## src/design/mrx_pkg.sv

```systemverilog
// ----------------------------------------------------------------------------
// mrx_pkg
// Shared types and constants of the MQTT receive deframer: parser phases,
// body byte kinds, control packet type codes and the result record.
// ----------------------------------------------------------------------------
package mrx_pkg;

  localparam int MRX_MAX_LEN_BYTES = 4;

  localparam int LEN_W   = 28;
  localparam int CNT_W   = 3;
  localparam int TOPIC_W = 16;

  localparam logic [3:0] TYPE_CONNACK = 4'd2;
  localparam logic [3:0] TYPE_PUBLISH = 4'd3;
  localparam logic [1:0] QOS_ONE      = 2'd1;

  typedef enum logic [1:0] {
    PH_IDLE = 2'd0,
    PH_LEN  = 2'd1,
    PH_BODY = 2'd2
  } phase_t;

  typedef enum logic [2:0] {
    KIND_OTHER   = 3'd0,
    KIND_TOPLEN  = 3'd1,
    KIND_TOPIC   = 3'd2,
    KIND_PKTID   = 3'd3,
    KIND_PAYLOAD = 3'd4
  } kind_t;

  typedef struct packed {
    logic [3:0]  frame_type;
    logic [3:0]  frame_flags;
    logic        data_valid;
    logic [7:0]  data_byte;
    logic [2:0]  data_kind;
    logic        frame_end;
    logic        connack_ok;
    logic        connack_reject;
    logic        puback_due;
    logic [15:0] puback_id;
    logic        malformed;
  } mrx_result_t;

endpackage

```

## src/design/mrx_if.sv

```systemverilog
// ----------------------------------------------------------------------------
// mrx_if
// Valid/ready channels of the deframer: received bytes in, results out.
// ----------------------------------------------------------------------------
interface mrx_byte_if;
  logic       valid;
  logic       ready;
  logic [7:0] rx_byte;

  modport source (output valid, output rx_byte, input ready);
  modport sink (input valid, input rx_byte, output ready);
endinterface

interface mrx_result_if;
  logic        valid;
  logic        ready;
  logic [3:0]  frame_type;
  logic [3:0]  frame_flags;
  logic        data_valid;
  logic [7:0]  data_byte;
  logic [2:0]  data_kind;
  logic        frame_end;
  logic        connack_ok;
  logic        connack_reject;
  logic        puback_due;
  logic [15:0] puback_id;
  logic        malformed;

  modport source (
    output valid, output frame_type, output frame_flags, output data_valid,
    output data_byte, output data_kind, output frame_end, output connack_ok,
    output connack_reject, output puback_due, output puback_id, output malformed,
    input ready
  );
  modport sink (
    input valid, input frame_type, input frame_flags, input data_valid,
    input data_byte, input data_kind, input frame_end, input connack_ok,
    input connack_reject, input puback_due, input puback_id, input malformed,
    output ready
  );
endinterface

```

## src/design/mrx_parser.sv

```systemverilog
// ----------------------------------------------------------------------------
// mrx_parser
// Fixed header, remaining-length and body parser. Updates its state on every
// accepted byte and produces at most one result record in the same cycle.
// ----------------------------------------------------------------------------
module mrx_parser #(
  parameter int MAX_LEN_BYTES = mrx_pkg::MRX_MAX_LEN_BYTES
) (
  input  logic                clk,
  input  logic                rst,
  input  logic                accept,
  input  logic [7:0]          rx_byte,
  output logic                push,
  output mrx_pkg::mrx_result_t res
);
  import mrx_pkg::*;

  phase_t             phase, phase_next;
  logic [7:0]         header_byte, header_byte_next;
  logic [LEN_W-1:0]   length_accum, length_accum_next;
  logic [CNT_W-1:0]   len_cnt, len_cnt_next;
  logic [LEN_W-1:0]   body_count, body_count_next;
  logic [TOPIC_W-1:0] topic_len, topic_len_next;
  logic [15:0]        pkt_id, pkt_id_next;
  logic [7:0]         connack_code, connack_code_next;

  logic [3:0]         ftype;
  logic [1:0]         qos;
  logic [4:0]         shamt;
  logic [TOPIC_W:0]   topic_plus2;
  logic [TOPIC_W:0]   topic_plus4;
  logic [TOPIC_W:0]   fin_topic_plus4;
  logic               emit;
  logic               fin;
  kind_t              kind;

  assign ftype           = header_byte[7:4];
  assign qos             = header_byte[2:1];
  assign shamt           = 5'(len_cnt[1:0]) * 5'd7;
  assign topic_plus2     = {1'b0, topic_len} + (TOPIC_W+1)'(2);
  assign topic_plus4     = {1'b0, topic_len} + (TOPIC_W+1)'(4);
  assign fin_topic_plus4 = {1'b0, topic_len_next} + (TOPIC_W+1)'(4);

  always_ff @(posedge clk) begin
    if (rst) begin
      phase        <= PH_IDLE;
      header_byte  <= '0;
      length_accum <= '0;
      len_cnt      <= '0;
      body_count   <= '0;
      topic_len    <= '0;
      pkt_id       <= '0;
      connack_code <= '0;
    end else if (accept) begin
      phase        <= phase_next;
      header_byte  <= header_byte_next;
      length_accum <= length_accum_next;
      len_cnt      <= len_cnt_next;
      body_count   <= body_count_next;
      topic_len    <= topic_len_next;
      pkt_id       <= pkt_id_next;
      connack_code <= connack_code_next;
    end
  end

  always_comb begin
    phase_next        = phase;
    header_byte_next  = header_byte;
    length_accum_next = length_accum;
    len_cnt_next      = len_cnt;
    body_count_next   = body_count;
    topic_len_next    = topic_len;
    pkt_id_next       = pkt_id;
    connack_code_next = connack_code;
    emit              = 1'b0;
    fin               = 1'b0;
    kind              = KIND_OTHER;
    res               = '0;
    res.frame_type    = header_byte[7:4];
    res.frame_flags   = header_byte[3:0];

    unique case (phase)
      PH_LEN: begin
        length_accum_next = length_accum + (LEN_W'(rx_byte[6:0]) << shamt);
        len_cnt_next      = len_cnt + CNT_W'(1);
        if (rx_byte[7]) begin
          if (len_cnt_next >= CNT_W'(MAX_LEN_BYTES)) begin
            emit          = 1'b1;
            res.malformed = 1'b1;
            phase_next    = PH_IDLE;
          end
        end else if (length_accum_next == '0) begin
          emit = 1'b1;
          fin  = 1'b1;
        end else begin
          phase_next = PH_BODY;
        end
      end
      PH_BODY: begin
        emit = 1'b1;
        if (ftype == TYPE_CONNACK && body_count == LEN_W'(1)) begin
          connack_code_next = rx_byte;
        end
        if (ftype == TYPE_PUBLISH) begin
          if (body_count[LEN_W-1:1] == '0) begin
            topic_len_next = {topic_len[7:0], rx_byte};
            kind           = KIND_TOPLEN;
          end else if (body_count < LEN_W'(topic_plus2)) begin
            kind = KIND_TOPIC;
          end else if (qos != 2'd0 && body_count < LEN_W'(topic_plus4)) begin
            pkt_id_next = {pkt_id[7:0], rx_byte};
            kind        = KIND_PKTID;
          end else begin
            kind = KIND_PAYLOAD;
          end
        end
        res.data_valid  = 1'b1;
        res.data_byte   = rx_byte;
        res.data_kind   = kind;
        body_count_next = body_count + LEN_W'(1);
        if (body_count_next >= length_accum) begin
          fin = 1'b1;
        end
      end
      default: begin
        header_byte_next  = rx_byte;
        length_accum_next = '0;
        len_cnt_next      = '0;
        body_count_next   = '0;
        topic_len_next    = '0;
        pkt_id_next       = '0;
        connack_code_next = '0;
        phase_next        = PH_LEN;
      end
    endcase

    if (fin) begin
      res.frame_end = 1'b1;
      phase_next    = PH_IDLE;
      if (ftype == TYPE_CONNACK) begin
        if (length_accum_next == LEN_W'(2) && connack_code_next == 8'd0) begin
          res.connack_ok = 1'b1;
        end else begin
          res.connack_reject = 1'b1;
        end
      end else if (ftype == TYPE_PUBLISH) begin
        if (qos == QOS_ONE && length_accum_next >= LEN_W'(2) && topic_len_next != '0 &&
            length_accum_next >= LEN_W'(fin_topic_plus4)) begin
          res.puback_due = 1'b1;
          res.puback_id  = pkt_id_next;
        end
      end
    end
  end

  assign push = accept && emit;

endmodule

```

## src/design/mrx_out_buf.sv

```systemverilog
// ----------------------------------------------------------------------------
// mrx_out_buf
// Two-entry result buffer. The head entry drives the output channel; the
// second entry absorbs a new result while the head is stalled.
// ----------------------------------------------------------------------------
module mrx_out_buf (
  input  logic                clk,
  input  logic                rst,
  input  logic                push,
  input  mrx_pkg::mrx_result_t din,
  output logic                ready,
  output logic                out_valid,
  input  logic                out_ready,
  output mrx_pkg::mrx_result_t dout
);
  import mrx_pkg::*;

  mrx_result_t head, head_next;
  mrx_result_t skid, skid_next;
  logic        head_vld, head_vld_next;
  logic        skid_vld, skid_vld_next;
  logic        pop;

  assign pop       = head_vld && out_ready;
  assign ready     = !skid_vld;
  assign out_valid = head_vld;
  assign dout      = head;

  always_comb begin
    head_next     = pop ? skid : head;
    head_vld_next = pop ? skid_vld : head_vld;
    skid_next     = skid;
    skid_vld_next = pop ? 1'b0 : skid_vld;
    if (push) begin
      if (!head_vld_next) begin
        head_next     = din;
        head_vld_next = 1'b1;
      end else begin
        skid_next     = din;
        skid_vld_next = 1'b1;
      end
    end
  end

  always_ff @(posedge clk) begin
    if (rst) begin
      head_vld <= 1'b0;
      skid_vld <= 1'b0;
    end else begin
      head_vld <= head_vld_next;
      skid_vld <= skid_vld_next;
    end
  end

  always_ff @(posedge clk) begin
    head <= head_next;
    skid <= skid_next;
  end

endmodule

```

## src/design/mqtt_rx_deframer.sv

```systemverilog
// ----------------------------------------------------------------------------
// mqtt_rx_deframer
// MQTT fixed header deframer: latches the header byte, decodes the remaining
// length and tags each body byte, reporting CONNACK, PUBACK and malformed-length events.
//
//   channel  direction  request carries
//   rx       in         one received byte (rx_byte)
//   result   out        header nibbles, tagged body byte, frame-end flags
//
// one byte per clock while rx is ready; its result, if any, enters the buffer
// the parser state updates on each accepted byte, fed straight from rx
// a two-entry result buffer keeps rx ready while the head result is stalled
// rx.ready drops only when both buffer entries hold results
// synchronous reset returns the parser to idle and empties the buffer
// ----------------------------------------------------------------------------
module mqtt_rx_deframer #(
  parameter int MAX_LEN_BYTES = mrx_pkg::MRX_MAX_LEN_BYTES
) (
  input logic        clk,
  input logic        rst,
  mrx_byte_if.sink   rx,
  mrx_result_if.source result
);
  import mrx_pkg::*;

  logic        accept;
  logic        push;
  logic        buf_ready;
  mrx_result_t parsed;
  mrx_result_t head;

  assign rx.ready = buf_ready;
  assign accept   = rx.valid && buf_ready;

  mrx_parser #(
    .MAX_LEN_BYTES(MAX_LEN_BYTES)
  ) u_parser (
    .clk     (clk),
    .rst     (rst),
    .accept  (accept),
    .rx_byte (rx.rx_byte),
    .push    (push),
    .res     (parsed)
  );

  mrx_out_buf u_out_buf (
    .clk       (clk),
    .rst       (rst),
    .push      (push),
    .din       (parsed),
    .ready     (buf_ready),
    .out_valid (result.valid),
    .out_ready (result.ready),
    .dout      (head)
  );

  assign result.frame_type     = head.frame_type;
  assign result.frame_flags    = head.frame_flags;
  assign result.data_valid     = head.data_valid;
  assign result.data_byte      = head.data_byte;
  assign result.data_kind      = head.data_kind;
  assign result.frame_end      = head.frame_end;
  assign result.connack_ok     = head.connack_ok;
  assign result.connack_reject = head.connack_reject;
  assign result.puback_due     = head.puback_due;
  assign result.puback_id      = head.puback_id;
  assign result.malformed      = head.malformed;

endmodule

```

## src/flat_wrapper.sv

```systemverilog
// flat-port wrapper written by rule: the top's interface ports become plain ports
module mqtt_rx_deframer_flat import mrx_pkg::*;
#(
  parameter int MAX_LEN_BYTES = mrx_pkg::MRX_MAX_LEN_BYTES
)
  (clk, rst, rx_valid, rx_rx_byte, rx_ready, result_valid, result_frame_type, result_frame_flags, result_data_valid, result_data_byte, result_data_kind, result_frame_end, result_connack_ok, result_connack_reject, result_puback_due, result_puback_id, result_malformed, result_ready);
  mrx_byte_if rx_i ();
  mrx_result_if result_i ();
  input logic clk;
  input logic rst;
  input wire logic [$bits(rx_i.valid)-1:0] rx_valid;
  input wire logic [$bits(rx_i.rx_byte)-1:0] rx_rx_byte;
  output wire logic [$bits(rx_i.ready)-1:0] rx_ready;
  output wire logic [$bits(result_i.valid)-1:0] result_valid;
  output wire logic [$bits(result_i.frame_type)-1:0] result_frame_type;
  output wire logic [$bits(result_i.frame_flags)-1:0] result_frame_flags;
  output wire logic [$bits(result_i.data_valid)-1:0] result_data_valid;
  output wire logic [$bits(result_i.data_byte)-1:0] result_data_byte;
  output wire logic [$bits(result_i.data_kind)-1:0] result_data_kind;
  output wire logic [$bits(result_i.frame_end)-1:0] result_frame_end;
  output wire logic [$bits(result_i.connack_ok)-1:0] result_connack_ok;
  output wire logic [$bits(result_i.connack_reject)-1:0] result_connack_reject;
  output wire logic [$bits(result_i.puback_due)-1:0] result_puback_due;
  output wire logic [$bits(result_i.puback_id)-1:0] result_puback_id;
  output wire logic [$bits(result_i.malformed)-1:0] result_malformed;
  input wire logic [$bits(result_i.ready)-1:0] result_ready;
  assign rx_i.valid = rx_valid;
  assign rx_i.rx_byte = rx_rx_byte;
  assign rx_ready = rx_i.ready;
  assign result_valid = result_i.valid;
  assign result_frame_type = result_i.frame_type;
  assign result_frame_flags = result_i.frame_flags;
  assign result_data_valid = result_i.data_valid;
  assign result_data_byte = result_i.data_byte;
  assign result_data_kind = result_i.data_kind;
  assign result_frame_end = result_i.frame_end;
  assign result_connack_ok = result_i.connack_ok;
  assign result_connack_reject = result_i.connack_reject;
  assign result_puback_due = result_i.puback_due;
  assign result_puback_id = result_i.puback_id;
  assign result_malformed = result_i.malformed;
  assign result_i.ready = result_ready;
  mqtt_rx_deframer #(.MAX_LEN_BYTES(MAX_LEN_BYTES)) u_core (.clk(clk), .rst(rst), .rx(rx_i), .result(result_i));
endmodule
```

## config.mk

```make
export PLATFORM = sky130hd
export DESIGN_NAME = mqtt_rx_deframer_flat
export DESIGN_NICKNAME = d
export VERILOG_FILES = /design/src/design/mrx_pkg.sv /design/src/design/mrx_if.sv /design/src/design/mrx_parser.sv /design/src/design/mrx_out_buf.sv /design/src/design/mqtt_rx_deframer.sv /design/src/flat_wrapper.sv
export SDC_FILE = /design/constraint.sdc
export NUM_CORES = 1
export LEC_CHECK = 0
export BUFFER_PORTS_ARGS = -buffer_cell sky130_fd_sc_hd__buf_2
export CORE_AREA = 2 2 164 166
export CTS_CLUSTER_SIZE = 10
export DETAILED_ROUTE_END_ITERATION = 10
export DIE_AREA = 0 0 166 168
export PLACE_DENSITY = 0.81
export SLEW_MARGIN = 20
export SYNTH_ARGS = -nofsm -noshare
export SYNTH_HDL_FRONTEND = slang
export SYNTH_HIERARCHICAL = 1
export SYNTH_SLANG_ARGS = --single-unit
```

## constraint.sdc

```tcl
create_clock -name clk -period 17.5 [get_ports clk]
set_input_delay 0.875 -clock clk [delete_from_list [all_inputs] [get_ports clk]]
set_output_delay 0.875 -clock clk [all_outputs]
set_load 0.01 [all_outputs]
```

==> impl_metrics.json <==
{
  "status": "completed",
  "grt_overflow": 0,
  "crit_required_ns": 17.82,
  "synth_commonest_cells": "186 x nor2_1, 152 x dfxtp_1, 124 x nand2_1, 113 x ha_1, 108 x a21oi_1",
  "placed_area_um2": 14430,
  "vias": 13030,
  "finalHoldViolCount": 0,
  "slew_headroom_pct": 24.40,
  "rsz0062_at_grt": "false",
  "nets": 1763,
  "clk_latency_ns": 0.44,
  "diodes": 0,
  "cts_hold_buf": 0,
  "max_stage_delay_ns": 0.80,
  "worstPathArrival_ns": 6.81,
  "cts_setup_buffers": 0,
  "setup_viol": 0,
  "drt_iter0_markers": 1612,
  "crit_family": "simple AND/OR/NAND/NOR gates",
  "cts.sinks": 193,
  "fillCellCount": 2232,
  "row_count": 60,
  "place_inst": 1959,
  "initial_utilization_pct": 53.81,
  "hold_depth": 0,
  "drive_gt1_share_pct": 13.21,
  "die_h_um": 168,
  "synth_area_um2": 14180,
  "synth.avg_cell_area_um2": 8.546,
  "power_leakage_nw": 6.111,
  "wl_per_cell_um": 20.50,
  "yosysSeqAreaShare_pct": 30.14,
  "drt-total-wl_mm": 40.83,
  "synthTopCellsByArea": "dfxtp_1 21%, ha_1 10%, edfxtp_1 8.7%, nor2_1 4.9%, mux2_4 4.0%",
  "yosys_most_used_dff": "dfxtp_1",
  "ctsResizeCount": 0,
  "port_buffers": 54,
  "ys_types": 89,
  "place_congestion": 0.9586,
  "post-route-cell-area_um2": 15080,
  "ys_warn_count": 6,
  "yosys.area.top_type": "dfxtp_1",
  "startpoint_type": "flip-flop",
  "tightestPinTransition_ns": 1.134,
  "clkTransAtPathRegs_ns": 0.09,
  "cp-end-kind": "flip-flop",
  "htreeDepth": 4,
  "synthToLayoutAreaGrowth_pct": 6.372,
  "clock.fmax_ghz": 0.1542,
  "reg2regPathDepth": 19,
  "ys_seq_elements": 193,
  "cts-root-buf": "clkbuf_16",
  "synth_top_cell_area_share_pct": 21.46,
  "yosysMostFrequentCell": "nor2_1",
  "cp.depth": 19,
  "grt_use_total_pct": 28.60,
  "grt_pass1_wl_mm": 65.04,
  "crit_buf_inv": 0,
  "ir_drop_uv": 74.06,
  "synth-async-reset-ratio_pct": 0,
  "design.portCount": 55,
  "drv_cap": 0,
  "skew_ns": 0.01785,
  "drt_pass1_iterations": 7,
  "grt_start_max_net_pins": 100,
  "antenna_found_initial": 0,
  "die_x_um": 166,
  "fin_crit_sh_pct": 37.07,
  "finalWorstPathRequiredPeriod_ns": 6.487,
  "regArea_um2": 4274,
  "final_cells": 1991,
  "dpl.hpwl_mm": 28.05,
  "critPathMaxFanout": 19,
  "holdCritPathClass": "flip-flop to flip-flop",
  "tritoncts": "yes",
  "maxSlewViolCount": 0,
  "tns_ns": 0,
  "clk_path_buf_depth": 2,
  "syn_nets": 1785,
  "coreArea_um2": 26350,
  "criticalPathCategory": "flip-flop to flip-flop",
  "die_area_um2": 27890,
  "drtAntennaViolNets": 0,
  "synth_edf_count": 41,
  "syn_inst": 1659,
  "multiInputGateArea_um2": 9109,
  "drcViolationCount": 0,
  "vias_per_cell": 6.546,
  "critical-path-slowest-cell": "o21a_1",
  "cp_cell_sequence": "nor4_1 > nand4_1 > nor3_2 > and2b_1 > a22oi_1 > nor2_1 > ha_1 > nor4b_1 > and3b_1 > nand3b_1 > xor2_1 > ha_1 > a2111o_1 > a211oi_1 > o21ai_0 > a21oi_1 > o21a_1 > a211oi_1 > mux2_2",
  "grt_pass1_vias": 12190,
  "power.density_nw_per_um2": 67.98,
  "numCtsBuffers": 17
}
-- cells in the final DEF (no fill, tap or decap), types with 10 or more instances in the layout --
cell / instances
o21a_1: 14
xor2_1: 26
nor3_1: 42
and2_1: 38
nand2_1: 124
a21o_1: 29
ha_1: 112
nand3_1: 69
nand4_1: 32
mux2_2: 34
a211oi_1: 28
buf_2: 54
a22o_1: 20
edfxtp_1: 41
buf_4: 11
o21ai_0: 63
a211oi_2: 10
a21oi_1: 108
mux2_1: 11
nor2b_1: 10
mux2_4: 38
mux2i_1: 11
inv_1: 63
nor4_1: 16
and3_1: 23
clkbuf_16: 17
xnor2_1: 50
a22oi_1: 44
dfxtp_1: 152
nor2_1: 185
-- kinds of logic (layout without fill, tap and decap cells) --
family	after synthesis	after routing	synth area share [%]
flip-flops	193	193	30.14
buffers and inverters	172	163	5.736
AO/OA/AOI/OAI	405	405	19.60
XOR/XNOR	76	76	4.695
AND/OR/NAND/NOR	605	605	21.34
adder cells (fa/ha/maj)	114	114	10.11
multiplexers	94	94	8.375
-- stage by stage --
step	hold slack (ns)	worst slack, ns	util [%]	total power, W
floorplan	0.4302	11.30	-	0.0005713
global placement	0.4400	11.47	54.65	0.0006066
detailed placement	0.4506	11.34	54.78	0.0006102
CTS	0.4697	11.14	57.24	0.001025
global route	0.4814	10.60	57.24	0.001054
finish	0.4691	11.01	57.24	0.001025
-- flip-flops by register name, summed over array words and instances, names as in the netlist --
signal	flops
u_core/u_out_buf/dout	41
u_core/u_out_buf/out_valid	1
u_core/u_out_buf/skid	41
u_core/u_out_buf/skid_vld	1
u_core/u_parser/body_count	28
u_core/u_parser/connack_code	8
u_core/u_parser/header_byte	8
u_core/u_parser/len_cnt	3
u_core/u_parser/length_accum	28
u_core/u_parser/phase	2
u_core/u_parser/pkt_id	16
u_core/u_parser/topic_len	16
-- layout make-up --
type                       count  area share (%)
tap                          341           2.829
multi-input combinational   1294           60.39
clock buffer                  17           2.821
sequential                   193           28.34
inverter                      65           1.618
clock inverter                15           1.477
timing repair buffer          66           2.522
-- metal layers --
metal | track usage, % | vias to the layer above | wire length [µm]
li1 | - | 5995 | -
met2 | 47.27 | 720 | 18880
met3 | 4.560 | 132 | 3631
met4 | 12.67 | 0 | 1787
met5 | 0 | - | 0
met1 | 37.08 | 6187 | 16530
-- path summary, 6_finish.rpt --
path	from	end	slack (ns)
worst max-delay path	u_core/u_parser/body_count[2]$_SDFFE_PP0P_	u_core/u_out_buf/dout[1]$_DFF_P_	11.01
worst min register to register	u_core/u_parser/header_byte[3]$_SDFFE_PP0P_	u_core/u_out_buf/skid[36]$_DFFE_PP_	0.47
worst min-delay path	u_core/u_parser/header_byte[3]$_SDFFE_PP0P_	u_core/u_out_buf/skid[36]$_DFFE_PP_	0.47
worst max register to register	u_core/u_parser/body_count[2]$_SDFFE_PP0P_	u_core/u_out_buf/dout[1]$_DFF_P_	11.01
-- worst reg2reg max path, delay by kind of cell (launching register included) --
family / cells / cell delay [ns]
AO/OA/AOI/OAI: 7 / 2.18
XOR/XNOR: 1 / 0.15
adder cells (fa/ha/maj): 2 / 0.52
flip-flops: 1 / 0.39
multiplexers: 1 / 0.34
AND/OR/NAND/NOR: 8 / 2.79
-- where the power goes --
| group | internal [W] | leakage, nW | switching [W] | total [W] |
|---|---|---|---|---|
| logic | 0.0000475 | 4.21 | 0.0000826 | 0.000130 |
| registers | 0.000465 | 1.58 | 0.00000956 | 0.000475 |
| clock network | 0.000212 | 0.312 | 0.000209 | 0.000420 |
(Power assumes the default switching activity.)
